[src/rtl/dfs_ram.sv]
// ----------------------------------------------------------------------------
// Generic RAM
// One write port and one read port with registered read data.
// ----------------------------------------------------------------------------
module dfs_ram #(
    parameter int WIDTH = 8,
    parameter int DEPTH = 32
) (
    input  logic                     i_clk,
    input  logic                     i_we,
    input  logic [$clog2(DEPTH)-1:0] i_waddr,
    input  logic [WIDTH-1:0]         i_wdata,
    input  logic                     i_re,
    input  logic [$clog2(DEPTH)-1:0] i_raddr,
    output logic [WIDTH-1:0]         o_rdata
);

    logic [WIDTH-1:0] r_mem [DEPTH];
    logic [WIDTH-1:0] r_rdata;

    // Write port
    always_ff @(posedge i_clk) begin
        if (i_we) begin
            r_mem[i_waddr] <= i_wdata;
        end
    end

    // Read port, data holds while no read is issued
    always_ff @(posedge i_clk) begin
        if (i_re) begin
            r_rdata <= r_mem[i_raddr];
        end
    end

    assign o_rdata = r_rdata;

endmodule

[config.mk]
export PLATFORM = sky130hd
export DESIGN_NAME = dfs_ram
export DESIGN_NICKNAME = d
export VERILOG_FILES = /design/src/rtl/dfs_ram.sv
export SDC_FILE = /design/constraint.sdc
export NUM_CORES = 1
export LEC_CHECK = 0
export BUFFER_PORTS_ARGS = -buffer_cell sky130_fd_sc_hd__buf_2
export CAP_MARGIN = 0
export CORE_MARGIN = 4
export CORE_UTILIZATION = 46
export CTS_CLUSTER_SIZE = 30
export DETAILED_ROUTE_END_ITERATION = 16
export PLACE_DENSITY = 0.67
export SLEW_MARGIN = 20
export SYNTH_ARGS = -nofsm -noshare
export SYNTH_HDL_FRONTEND = slang
export SYNTH_SLANG_ARGS = --single-unit
[constraint.sdc]
create_clock -name i_clk -period 7.25 [get_ports i_clk]
set_input_delay 1.45 -clock i_clk [delete_from_list [all_inputs] [get_ports i_clk]]
set_output_delay 1.45 -clock i_clk [all_outputs]
set_load 0.005 [all_outputs]
After elaboration in Yosys (flattened, before gate mapping) --
Memories as Yosys holds them, arrays and structs flattened. A register that Yosys moved wholly into a read port is not among the register bits. Cells that the tools add are included. W data, S select, Z words.
Cells by class: muxes and demuxes 2
Operator list (count):
- $mux W1 | 2
Storage, ports and cells: output and inout bits 8, logic and storage cells 3, memory bits (writable) 256, flip-flop bits (word level) 0, input bits 21, memories 1
Memory list:
- r_mem | words 32, width 8, read ports 1, clocked after Yosys merged registers in 1, write ports 1, line 18 | logic [WIDTH-1:0] r_mem [DEPTH];

Logic depth before layout (Yosys ltp) --
word-level depth 2, gate-level depth with buffers 5, depth with buffers taken out 3

Worst setup path before layout --
Ideal clock, no wire load.
kind in2reg, from in i_raddr[2], to reg r_rdata[0] (netlist: o_rdata[0]) (read register of r_mem), data pin, library setup time 0.260 ns, arrival 3.132 ns, buffers on the path 2, slack 3.858 ns, stages on the path 5, data required time 6.990 ns, cells stage by stage clkbuf_1 -> clkbuf_1 -> mux4_2 -> mux4_2 -> mux2_2
RTL lines:
- start, declared | line 14 | input logic [$clog2(DEPTH)-1:0] i_raddr,
- end, declared | line 19 | logic [WIDTH-1:0] r_rdata;

==> results.py <==
metrics = {
    "timing": {
        "fin_worst_skew_ns": 0.0201,
        "tightest_slew_ns": 1.10,
        "report.final.slew_viol_count": 0,
        "timing.final.ws_setup_ns": 3.47,
        "max_freq_mhz": 264,
        "finalHoldViolCount": 0,
        "setup_violations": 0,
        "rsz0062_at_grt": "no",
        "holdWs_ns": 0.970,
        "tns_ns": 0,
        "finalCriticalPeriod_ns": 3.78,
        "finalCritPeriodShare": 0.522,
        "slew_headroom": 0.269,
    },
    "final_layout": {
        "multi_input_area_sq_um": 2100,
        "fill_cells": 1650,
        "syn_to_final_growth_pct": 11.7,
        "drive_above_1_share": 0.325,
        "fin_util": 0.520,
        "seq_area_sq_um": 7930,
        "nets": 475,
        "antennaDiodeCount": 0,
    },
    "clock_network": {
        "holdBufCountCts": 0,
        "htreeDepth": 1,
        "tritoncts": "yes",
        "clk_latency_ns": 0.51,
        "clockRootBuffer": "clkbuf_16",
        "clockBufferDepth": 3,
        "clock-sinks": 264,
        "path_clk_slew_ns": 0.06,
        "postCtsSetupBuffers": 0,
        "cts_buffers": 25,
        "post_cts_resize_count": 0,
    },
    "die": {
        "dieHeight_microns": 156,
        "io_pins": 29,
        "num_rows": 54,
        "die_x_microns": 156,
        "die_area_sq_um": 24500,
        "fp.coreArea_sq_um": 21800,
        "initial_core_util": 0.466,
    },
    "worst_setup_path": {
        "cpPeakStageDelay_ns": 0.66,
        "crit_path_top_delay_cell": "buf_4",
        "required_ns": 7.52,
        "reg2reg_slack_ns": 5.31,
        "crit_chain": "buf_4 -> buf_4 -> mux4_2 -> mux4_2 -> mux2_2",
        "cp_max_fo": 33,
        "crit_arrival_ns": 4.05,
        "crit_type": "input pin to register",
        "worstSetupStartpointType": "input pin",
        "critPathCaptureType": "register",
    },
    "outcome": {
        "status": "completed",
    },
    "synthesis": {
        "ys_types": 14,
        "synth_area_leader_cell": "edfxtp_1",
        "synthesis.yosys.warnings": 0,
        "post-synth-top-count-cell": "edfxtp_1",
        "synth_edf_count": 264,
        "synth_cells": 417,
        "syn_avg_cell_area_sq_um": 24.3,
        "synthArstFlopShare": 0,
        "yosys-top-cells-area": "edfxtp_1, mux4_2, nor2_1",
        "synth_fp_nets": 438,
        "synth_top_area_frac": 0.782,
        "synth_ff_type": "edfxtp_1",
        "syn_area_sq_um": 10100,
        "synth_seq_area_share": 0.782,
        "synth_seq_cells": 264,
        "synthTopCellsByCount": "edfxtp_1, mux4_2, nor2_1",
    },
    "grt": {
        "grt_first_pass_wirelength_mm": 29.7,
        "overflow": 0,
        "track_usage": 0.167,
        "antenna_found_initial": 0,
        "grt_max_degree": 41,
        "grt_pass1_vias": 4520,
    },
    "routing": {
        "drt_wl_total_mm": 19.9,
        "drc": 0,
        "dr.pass1.iters": 5,
        "drt-initial-drc-count": 463,
        "drt-wirelength-per-cell_microns": 26.5,
        "num_vias": 4452,
        "routed_via_density": 5.93,
        "postRouteAntennaNets": 0,
    },
    "power": {
        "switching_share": 0.195,
        "clkPwrFrac": 0.402,
        "p_sw_w": 0.000606,
        "p_per_area_nw_per_um2": 275,
        "comb_power_share": 0.048,
        "p_leak_nw": 3.48,
        "power_frac_seq": 0.550,
        "max-vdd-ir-drop_uv": 122,
        "finalPower_w": 0.00311,
        "p_int_w": 0.00250,
    },
    "hold_path": {
        "hp-class": "register to register",
    },
    "place": {
        "dp_worst_setup_slack_ns": 2.82,
        "port_buffers": 28,
        "hpwlAfterDp_mm": 12.2,
        "gp_congestion": 0.779,
    },
    "flow_run": {
        "max_cap_violations": 0,
    },
}
## routing by layer
layer | up-vias | global-route usage | wire (microns)
li1 | 1861 | - | -
met1 | 2423 | 0.247 | 8380
met2 | 148 | 0.266 | 9890
met3 | 20 | 0.0277 | 1390
met4 | 0 | 0.0380 | 253
met5 | - | 0 | 0
## state kept, by name (all words and copies together) (netlist names)
register / flops
o_rdata: 8
r_mem: 256
## kinds of logic after synthesis
kind of cell,Yosys count,share of synthesized area
muxes,88,0.187
DFF,264,0.782
and+or+nand+nor,45,0.0205
buffers and inverters,20,0.0105
## final cells by class
type | instances | share of cell area
flip-flops and latches | 264 | 0.701
multi-input cells | 133 | 0.186
clock buffers | 29 | 0.0566
well taps | 280 | 0.0310
repair buffers | 30 | 0.0139
clock inverters | 15 | 0.0124
## cell usage in the layout (no fill, tap or decap), types with 4 or more instances in the layout
cell type,netlist,final
mux2_2,8,8
clkbuf_1,6,4
edfxtp_1,264,264
clkinv_1,0,8
nor2_1,33,33
buf_2,1,27
clkbuf_16,0,25
nand3b_1,5,5
clkinv_2,0,4
mux4_2,80,80
## power groups by stage
| stage | Combinational (W) | Sequential [W] | Clock, W |
|---|---|---|---|
| floorplan | 0.0000905 | 0.00174 | 0 |
| global placement | 0.000149 | 0.00174 | 0 |
| detailed placement | 0.000151 | 0.00174 | 0 |
| CTS | 0.000152 | 0.00171 | 0.00127 |
| global route | 0.000160 | 0.00171 | 0.00134 |
| finish | 0.000148 | 0.00171 | 0.00125 |
## worst max-delay path: cells and delay by family
family | cells | cell delay, ns
buffers and inverters | 2 | 1.15
muxes | 3 | 1.41
## final timing paths
kind                      to  cells past startpoint    startpoint
hold reg to reg   o_rdata[0]                      3   r_mem[5][0]
setup / recovery  o_rdata[7]                      5    i_raddr[0]
setup reg to reg  o_rdata[1]                      3  r_mem[21][1]
hold / removal    o_rdata[0]                      3   r_mem[5][0]
## stage by stage
stage	instances	area, sq um
2_1_floorplan	417	10100
3_3_place_gp	707	10500
3_5_place_dp	707	10500
4_1_cts	751	11300
5_1_grt	751	11300
6_report	751	11300
Note: power is estimated with default switching activity, not from simulation.
