File: src/rtl/dfs_pkg.sv
// ----------------------------------------------------------------------------
// Depth-first traversal package
// Shared sizes, codes and structs of the depth-first traversal block.
// ----------------------------------------------------------------------------
package dfs_pkg;

    // Capacity of the adjacency store
    localparam int MAX_VERTICES = 32;
    localparam int MAX_ARCS     = 1024;

    // Derived internal widths
    localparam int VIDX_W = $clog2(MAX_VERTICES);
    localparam int VCNT_W = $clog2(MAX_VERTICES + 1);
    localparam int AIDX_W = $clog2(MAX_ARCS);
    localparam int ACNT_W = $clog2(MAX_ARCS + 1);
    localparam int LIM_W  = 2 * VCNT_W;
    localparam int CMP_W  = (LIM_W > ACNT_W) ? LIM_W : ACNT_W;

    // Fixed field widths of the channels
    localparam int ACTION_W = 2;
    localparam int SYMBOL_W = 8;
    localparam int TARGET_W = 5;
    localparam int VERTEX_W = 5;
    localparam int COUNT_W  = 6;
    localparam int KIND_W   = 2;

    typedef enum logic [ACTION_W-1:0] {
        ACT_ADD_VERTEX = 2'd0,
        ACT_ADD_ARC    = 2'd1,
        ACT_START      = 2'd2,
        ACT_CLEAR      = 2'd3
    } t_action;

    typedef enum logic [KIND_W-1:0] {
        KIND_DIR_GRAPH   = 2'd0,
        KIND_DIR_NET     = 2'd1,
        KIND_UNDIR_GRAPH = 2'd2,
        KIND_UNDIR_NET   = 2'd3
    } t_kind;

    // One result item
    typedef struct packed {
        logic                is_visit;
        logic [VERTEX_W-1:0] vertex_index;
        logic [SYMBOL_W-1:0] symbol_out;
        logic                tree_root;
        logic [COUNT_W-1:0]  tree_count;
        logic                count_error;
        logic                last;
    } t_result;

    // Walk stack command and status
    typedef struct packed {
        logic              clear;
        logic              push;
        logic              pop;
        logic              upd;
        logic [VIDX_W-1:0] vtx;
        logic [ACNT_W-1:0] ptr;
    } t_stk_cmd;

    typedef struct packed {
        logic              empty;
        logic [VIDX_W-1:0] top_vtx;
        logic [ACNT_W-1:0] top_ptr;
    } t_stk_stat;

    // Memory port requests
    typedef struct packed {
        logic                we;
        logic [VIDX_W-1:0]   waddr;
        logic [SYMBOL_W-1:0] wdata;
        logic                re;
        logic [VIDX_W-1:0]   raddr;
    } t_sym_req;

    typedef struct packed {
        logic              we;
        logic [VIDX_W-1:0] waddr;
        logic [ACNT_W-1:0] wdata;
        logic              re;
        logic [VIDX_W-1:0] raddr;
    } t_end_req;

    typedef struct packed {
        logic                we;
        logic [AIDX_W-1:0]   waddr;
        logic [TARGET_W-1:0] wdata;
        logic                re;
        logic [AIDX_W-1:0]   raddr;
    } t_arc_req;

endpackage

File: src/rtl/dfs_stack.sv
// ----------------------------------------------------------------------------
// Walk stack
// Holds the open vertices of the walk with the next arc pointer of each.
// ----------------------------------------------------------------------------
module dfs_stack (
    input  logic               i_clk,
    input  logic               i_rst_n,
    input  dfs_pkg::t_stk_cmd  i_cmd,
    output dfs_pkg::t_stk_stat o_stat
);

    localparam int DEPTH = dfs_pkg::MAX_VERTICES;
    localparam int VW    = dfs_pkg::VIDX_W;
    localparam int DW    = dfs_pkg::VCNT_W;
    localparam int PW    = dfs_pkg::ACNT_W;

    logic [VW-1:0] r_vtx [DEPTH];
    logic [PW-1:0] r_ptr [DEPTH];
    logic [DW-1:0] r_depth;
    logic [DW-1:0] top_pos;
    logic [VW-1:0] top_idx;
    logic [VW-1:0] push_idx;

    assign top_pos  = r_depth - 1'b1;
    assign top_idx  = top_pos[VW-1:0];
    assign push_idx = r_depth[VW-1:0];

    // Depth counter
    always_ff @(posedge i_clk) begin
        if (!i_rst_n) begin
            r_depth <= '0;
        end else if (i_cmd.clear) begin
            r_depth <= '0;
        end else if (i_cmd.push) begin
            r_depth <= r_depth + 1'b1;
        end else if (i_cmd.pop) begin
            r_depth <= top_pos;
        end
    end

    // Entries: push writes a new top, update advances the top's arc pointer
    always_ff @(posedge i_clk) begin
        if (i_cmd.push) begin
            r_vtx[push_idx] <= i_cmd.vtx;
            r_ptr[push_idx] <= i_cmd.ptr;
        end else if (i_cmd.upd) begin
            r_ptr[top_idx] <= i_cmd.ptr;
        end
    end

    assign o_stat.empty   = (r_depth == '0);
    assign o_stat.top_vtx = r_vtx[top_idx];
    assign o_stat.top_ptr = r_ptr[top_idx];

    // Each vertex enters at most once per walk, so the stack never fills.
    a_no_push_full: assert property (@(posedge i_clk) disable iff (!i_rst_n)
        i_cmd.push |-> (32'(r_depth) < DEPTH))
        else $error("walk stack push while full");

    // The sequencer only pops or advances an entry that exists.
    a_no_pop_empty: assert property (@(posedge i_clk) disable iff (!i_rst_n)
        (i_cmd.pop || i_cmd.upd) |-> (r_depth != '0))
        else $error("walk stack pop or update while empty");

    // One stack operation per cycle.
    a_one_op: assert property (@(posedge i_clk) disable iff (!i_rst_n)
        $onehot0({i_cmd.clear, i_cmd.push, i_cmd.pop, i_cmd.upd}))
        else $error("walk stack got several operations at once");

endmodule

File: config.mk
export PLATFORM = sky130hd
export DESIGN_NAME = dfs_stack
export DESIGN_NICKNAME = d
export VERILOG_FILES = /design/src/rtl/dfs_pkg.sv /design/src/rtl/dfs_stack.sv
export SDC_FILE = /design/constraint.sdc
export NUM_CORES = 1
export LEC_CHECK = 0
export BUFFER_PORTS_ARGS = -buffer_cell sky130_fd_sc_hd__buf_2
export CORE_AREA = 5 5 295 297
export DETAILED_ROUTE_END_ITERATION = 12
export DIE_AREA = 0 0 300 302
export MAX_ROUTING_LAYER = met4
export PLACE_DENSITY_LB_ADDON = 0.3
export SKIP_CTS_REPAIR_TIMING = 1
export SLEW_MARGIN = 20
export SYNTH_ARGS = -nofsm -noshare
export SYNTH_HDL_FRONTEND = slang
export SYNTH_SLANG_ARGS = --single-unit
export TNS_END_PERCENT = 1
File: constraint.sdc
create_clock -name i_clk -period 5.1 [get_ports i_clk]
set_input_delay 0.255 -clock i_clk [delete_from_list [all_inputs] [get_ports i_clk]]
set_output_delay 0.255 -clock i_clk [all_outputs]
set_load 0.01 [all_outputs]
# Word level (Yosys, flattened, before mapping)
# Memory sizes are Yosys's and may differ from the RTL's.
# Cells that the tools add are included.
[totals]
in_bits = 22
n_memories = 2
word_cells = 20
reg_bits = 6
output_inout_bits = 17
ramBits = 512
[classes]
n_mux = 10
bitwise = 1
addsub = 2
n_reduce_logical = 4
[mem_list]
columns = ["name", "words", "width", "rd", "rd_clocked_by_memory_dff", "write_ports", "line", "source"]
rows = [
  ["r_ptr", 32, 11, 1, 0, 1, "dfs_stack.sv:18", "logic [PW-1:0] r_ptr [DEPTH];"],
  ["r_vtx", 32, 5, 1, 0, 1, "dfs_stack.sv:17", "logic [VW-1:0] r_vtx [DEPTH];"],
]
[op_table]
columns = ["operator", "count"]
rows = [
  ["$mux W6", 2],
  ["$mux W11", 1],
  ["$reduce_or A11 Y1", 1],
  ["$add A6 B1 Y6 const B", 1],
  ["$logic_not A6 Y1", 1],
  ["$mux W1", 6],
  ["$sub A6 B1 Y6 const B", 1],
  ["$mux W5", 1],
  ["$reduce_bool A2 Y1", 1],
  ["$reduce_or A2 Y1", 1],
  ["$not A1 Y1", 1],
]

# Depth between registers and ports, before layout
# Gate-level depths: netlist (run 1).
[depth]
ltp_word = 5
mapped_depth = 11
ltp_nobuf = 6

# Worst setup path after synthesis (run 1)
# No wires, ideal clock.
[synth_path]
path_kind = "flip-flop to flip-flop"
start = "register r_depth[0]"
end = "memory r_ptr[13][0] (netlist bit) (enable)"
setup_ps = 393
path_stages_with_launch = 11
setup_slack_ps = 1582
path_buffers = 5
synth_period_minus_slack_ps = 3518
arrival_ps = 3125
cell_sequence = "dfxtp_1 buf_6 buf_2 inv_1 ha_1 buf_4 buf_2 buf_1 and3_1 a31oi_1 nor3_1"
[synth_via]
elab_chain_len = 2
[synth_lines]
columns = ["element", "line", "source"]
rows = [
  ["start: declaration", "dfs_stack.sv:19", "logic [DW-1:0] r_depth;"],
  ["start signal: assignment", "dfs_stack.sv:35", "r_depth <= r_depth + 1'b1;"],
  ["start signal: assignment", "dfs_stack.sv:37", "r_depth <= top_pos;"],
  ["$sub A6 B1 Y6", "dfs_stack.sv:24", "assign top_pos = r_depth - 1'b1;"],
  ["$mux W5 (no line) (*)", "--", ""],
  ["end: declaration", "dfs_stack.sv:18", ""],
]
# Mark *: on every way between the ends. The rest lies on a longest branch, timed or not.

==> impl_metrics.yaml, run 1 <==
cts:
  cts_buffers: 53
  cts_buffer_depth: 3
  insertion_delay_ns: 0.63
  clkSinkCount: 518
  cts_max_level: 2
  cts_root_buffer: "clkbuf_16"
  clk_pin_slew_ns: 0.06
  cts_tree: "yes"
timing:
  finClkSkew_ns: 0.05035
  worst_slew_pin_slew_ns: 1.113
  max_freq_mhz: 229.4
  rsz0062_at_grt: "false"
  finalCritPeriodShare_pct: 85.49
  max-slew-margin-rel_pct: 25.77
  hold_viol: 0
  drv_slew: 0
  fin_crit_ns: 4.360
  fin_ws_ns: 0.7401
  setup_viol: 0
  finalSetupTns_ns: 0
global_route:
  grt_usage_pct: 11.07
  grt_max_degree: 51
  antenna_found_initial: 4
  grt_pass1_vias: 10390
  grt_overflow: 0
  grt_pass1_wl_mm: 72.26
critical_path:
  cp_slowest_cell: "ha_4"
  path_cells: "inv_1 > ha_4 > buf_4 > mux4_2 > mux2_2 > nor3_1 > a2111oi_2 > buf_2"
  critPathKind: "register to output port"
  path_delay_family: "buffers and inverters"
  required_ns: 4.85
  cp_num_buf_inv: 3
  endpoint_kind: "output port"
  cp.arrival_ns: 4.10
  cp_max_fo: 36
  cp-start-kind: "register"
  cp_slowest_stage_delay_ns: 0.72
die:
  die_h_um: 302
  initial_core_util_pct: 24.70
  die_w_um: 300
  std_cell_rows: 107
  dieArea_um2: 90600
  io_pins: 39
  core_um2: 84340
route:
  dr_wl_met3_mm: 2.685
  drt_drc_violations_left: 0
  vias_per_cell: 4.509
  wl_met2_mm: 23.55
  wl_per_cell_um: 22.08
  finalWirelength_mm: 48.76
  dr.pass1.iters: 5
  ant_nets: 0
  wl_met1_mm: 21.53
  routed.top_layer: "met4"
  vias: 9956
  drtIter0Drc: 847
logic_synthesis:
  netlist_instances: 983
  synth.distinct_cells: 57
  synth_area_um2: 20830
  ys_ff_latch: 518
  syn_nets: 1010
  avgSynthCellArea_um2: 21.19
  yosys_warnings: 0
  ys_seq_area_share_pct: 74.39
placement:
  dp_cells: 2108
  gp_congestion: 0.8381
  dp_slack_ns: 1.398
  io_buffers: 38
  dp_hpwl_mm: 30.30
worst_hold_path:
  hold_path_class: "input port to register"
run:
  maxCapViolCount: 0
power_and_ir_drop:
  p_total_mw: 9.406
  p_per_area_nw_per_um2: 388.6
  p_leak_nw: 7.335
  peakVddDrop_v: 0.0002946
outcome:
  status: "finished, final reports clean"
cells_and_area:
  drive_above_1_share_pct: 33.06
  fin_util_pct: 28.70
  area_growth_syn_to_layout_pct: 16.21
  nNetsFinal: 1100
  final_cells: 2208
  fill_cells: 8304
[cells by family (layout without fill, tap and decap cells)]
group	after synthesis	in the layout	synth area share [%]
compound gates	72	72	2.781
buf+inv	58	191	1.790
fa+ha+maj	5	5	0.3004
xor+xnor	7	7	0.3845
mux	193	193	17.29
simple gates	130	130	3.064
other cells	0	2	0
flops	518	518	74.39
[Yosys cell counts (all sizes together)]
library cell / instances / share of area, %
edfxtp: 512 / 74
mux4: 128 / 14
nor2: 61 / 1.1
mux2: 48 / 2.6
buf: 38 / 1.4
a21oi: 37 / 0.89
nor3: 34 / 0.93
mux2i: 17 / 0.82
a2111oi: 16 / 1.0
clkbuf: 15 / 0.29
dfxtp: 6 / 0.58
nand2: 6 / 0.12
nand3: 6 / 0.14
xnor2: 6 / 0.25
ha: 5 / 0.30
inv: 4 / 0.072
nand2b: 4 / 0.12
nand4: 4 / 0.12
a31oi: 3 / 0.12
and3: 3 / 0.090
nand3b: 3 / 0.11
o21ai: 3 / 0.090
a32oi: 2 / 0.21
nor2b: 2 / 0.060
o211ai: 2 / 0.072
o21a: 2 / 0.072
or3: 2 / 0.084
or3b: 2 / 0.084
a211oi: 1 / 0.096
a21boi: 1 / 0.036
a221oi: 1 / 0.042
and2: 1 / 0.030
clkinv: 1 / 0.018
nor3b: 1 / 0.036
o22ai: 1 / 0.030
o31a: 1 / 0.042
o31ai: 1 / 0.036
o32ai: 1 / 0.042
or2: 1 / 0.030
xor2: 1 / 0.13
[per-stage QoR]
| step | area (um^2) | hold slack, ns |
|---|---|---|
| finish | 24210 | 0.03765 |
| global route | 24210 | 0.04148 |
| CTS | 24200 | 0.008349 |
| detailed placement | 22500 | 0.5072 |
| global placement | 22490 | 0.5058 |
| floorplan | 20830 | 0.3539 |
[worst reg2reg max path: stages (launching register included)]
cell      delay (ns)
dfxtp_1         0.44
inv_1           0.26
ha_1            0.50
nand3b_1        0.25
xnor2_1         0.36
nand4_1         0.33
nor2_1          0.57
buf_4           0.29
[power by group]
| part | total [mW] | switching [mW] | internal (mW) |
|---|---|---|---|
| Combinational | 0.862 | 0.519 | 0.343 |
| Clock | 3.79 | 1.62 | 2.17 |
| Sequential | 4.75 | 0.0181 | 4.73 |
[layout make-up]
cell class | instances | area, um^2 | area share [%]
antenna | 2 | 5.005 | 0.02068
clock buffer | 64 | 1368 | 5.650
clock inverter | 34 | 329.1 | 1.359
inverter | 5 | 18.77 | 0.07754
multi-input combinational | 407 | 5020 | 20.74
sequential | 518 | 15500 | 64.03
tap | 1090 | 1364 | 5.634
timing repair buffer | 88 | 603.1 | 2.491
[worst paths after layout]
check / from / end / slack (ns) / cells past startpoint
setup / recovery: r_depth[1]$_SDFFE_PP0P_ / o_stat[6] / 0.74 / 8
hold / removal: i_cmd[17] / r_depth[0]$_SDFFE_PP0P_ / 0.04 / 4
setup reg to reg: r_depth[1]$_SDFFE_PP0P_ / r_ptr[2][6]$_DFFE_PP_ / 1.84 / 7
hold reg to reg: r_depth[5]$_SDFFE_PP0P_ / r_depth[5]$_SDFFE_PP0P_ / 0.52 / 2
[cell usage in the layout, fill, tap and decap left out, types with 6 or more instances in the layout]
| cell type | n |
|---|---|
| a2111oi_2 | 10 |
| a21oi_1 | 37 |
| buf_2 | 38 |
| buf_4 | 47 |
| clkbuf_1 | 11 |
| clkbuf_16 | 53 |
| clkinv_1 | 16 |
| clkinv_2 | 7 |
| edfxtp_1 | 512 |
| mux2_2 | 48 |
| mux2i_1 | 17 |
| mux4_2 | 126 |
| nand3_1 | 6 |
| nor2_1 | 60 |
| nor3_1 | 26 |
| nor3_2 | 6 |
| xnor2_1 | 6 |
[flip-flops by register name, indices dropped and copies added (netlist names)]
register	cells
r_ptr	352
r_depth	6
r_vtx	160
[metal layers]
layer  up-vias  GRT usage (%)
met4         0          2.798
met5         -              -
met1      5334          14.63
met3        73          2.275
met2       242          17.68
li1       4307              -
Power figures use the tool's default switching activity.
==> run 2: changes to the inputs <==
Settings changed: CORE_AREA 5 5 295 297 to 5 5 329 267, DIE_AREA 0 0 300 302 to 0 0 334 272.
==> impl_metrics.yaml, run 2 (same netlist as run 1, synthesis figures left out) <==
power_and_ir_drop:
  p_int_mw: 7.303
  peakVddDrop_v: 0.0002204
  power.share.clock_pct: 40.4
  p_leak_nw: 7.287
  sequentialPowerShare_pct: 50.3
  p_sw_mw: 2.130
  p_total_mw: 9.433
  share_comb_of_total_power_pct: 9.3
  swShare_pct: 22.58
  p_per_area_nw_per_um2: 389.7
timing:
  hold_viol: 0
  max_freq_mhz: 212.9
  finalCritPeriodShare_pct: 92.12
  max-slew-margin-rel_pct: 25.41
  finClkSkew_ns: 0.01349
  finalSetupTns_ns: 0
  rsz0062_at_grt: "false"
  fin_crit_ns: 4.698
  drv_slew: 0
  setup_viol: 0
  worst_slew_pin_slew_ns: 1.115
  fin_ws_ns: 0.4021
route:
  vias_per_cell: 4.447
  wl_per_cell_um: 22.51
  dr.pass1.iters: 5
  drtIter0Drc: 754
  ant_nets: 0
  finalWirelength_mm: 50.22
  drt_drc_violations_left: 0
  vias: 9921
global_route:
  grt_overflow: 0
  grt_max_degree: 51
  grt_pass1_wl_mm: 72.41
  antenna_found_initial: 9
  grt_pass1_vias: 10080
  grt_usage_pct: 11.15
die:
  initial_core_util_pct: 24.63
  dieArea_um2: 90850
  core_um2: 84560
  die_h_um: 272
  std_cell_rows: 96
  io_pins: 39
  die_w_um: 334
critical_path:
  cp-start-kind: "register"
  critPathLaunch: "r_depth[1]$_SDFFE_PP0P_"
  endpoint_kind: "output port"
  reg2reg_from: "r_depth[1]$_SDFFE_PP0P_"
  critPathKind: "register to output port"
  cp.arrival_ns: 4.44
  cp_max_fo: 48
  required_ns: 4.85
cts:
  clkSinkCount: 518
  insertion_delay_ns: 0.59
  cts_max_level: 2
  cts_buffer_depth: 3
  cts_root_buffer: "clkbuf_16"
  clk_pin_slew_ns: 0.06
  cts_tree: "yes"
  cts_buffers: 54
worst_hold_path:
  hold_path_class: "input port to register"
  holdCritStartpoint: "i_cmd[17]"
cells_and_area:
  largest_registers: "r_ptr (352), r_vtx (160), r_depth (6)"
  layout_common_cells: "edfxtp_1, mux4_2, nor2_1, clkbuf_16, mux2_2"
  multiInputGateArea_um2: 5102
  final_cells: 2231
  largest_reg_flops: 352
  area_growth_syn_to_layout_pct: 16.21
  fin_util_pct: 28.62
  fill_cells: 8331
  final_common_cell: "edfxtp_1"
  drive_above_1_share_pct: 33.70
  nNetsFinal: 1086
  top_register: "r_ptr"
  final-seq-area_um2: 15500
placement:
  dp_cells: 2130
  dp_slack_ns: 1.021
  gp_congestion: 0.7463
  io_buffers: 38
  dp_hpwl_mm: 31.24
run:
  maxCapViolCount: 0
outcome:
  status: "finished, final reports clean"
## run 2: cell types whose count changed in the layout (fill, tap and decap cells not counted), sizes merged
cell	delta
buf	-15
diode	+4
clkinv	-3
inv	-2
bufinv	+1
clkbuf	+1
## run 2: path summary, 6_finish.rpt
path | to | slack (ns) | depth (start not counted)
min | r_depth[0]$_SDFFE_PP0P_ | 0.08 | 4
max | o_stat[2] | 0.40 | 8
max reg2reg | r_ptr[3][1]$_DFFE_PP_ | 1.66 | 6
min reg2reg | r_depth[5]$_SDFFE_PP0P_ | 0.53 | 2
## run 2: routing by layer
| metal | GRT usage, % | vias to the layer above | wire length (um) |
|---|---|---|---|
| met1 | 16.17 | 5314 | 24190 |
| li1 | - | 4287 | - |
| met5 | - | - | 0 |
| met2 | 15.93 | 265 | 22020 |
| met3 | 2.632 | 55 | 3171 |
| met4 | 2.550 | 0 | 830 |
## run 2: critical path, cell delays in order (launching register included)
cell,delay (ns)
dfxtp_1,0.57
inv_1,0.21
ha_4,0.83
buf_4,0.57
mux4_2,0.31
mux2_2,0.16
nor3_1,0.10
a2111oi_2,0.78
buf_2,0.26
## run 2: metrics by stage
step	hold slack, ns	area, um^2
floorplan	0.3539	20830
global placement	0.5087	22450
detailed placement	0.5241	22490
CTS	0.03046	24180
global route	0.07095	24200
finish	0.07792	24200
## run 2: power groups by stage
stage	sequential (mW)	clock (mW)	combinational, mW
finish	4.75	3.81	0.875
detailed placement	4.84	0	0.889
CTS	4.75	3.91	0.892
floorplan	4.83	0	0.534
global placement	4.84	0	0.882
global route	4.75	4.09	0.937
## run 2: cell type report
cell class	instances	share of cell area (%)
antenna	6	0.06203
clock buffer	65	5.753
clock inverter	30	1.246
inverter	5	0.07754
multi-input combinational	407	21.08
sequential	518	64.03
tap	1127	5.826
timing repair buffer	73	1.923
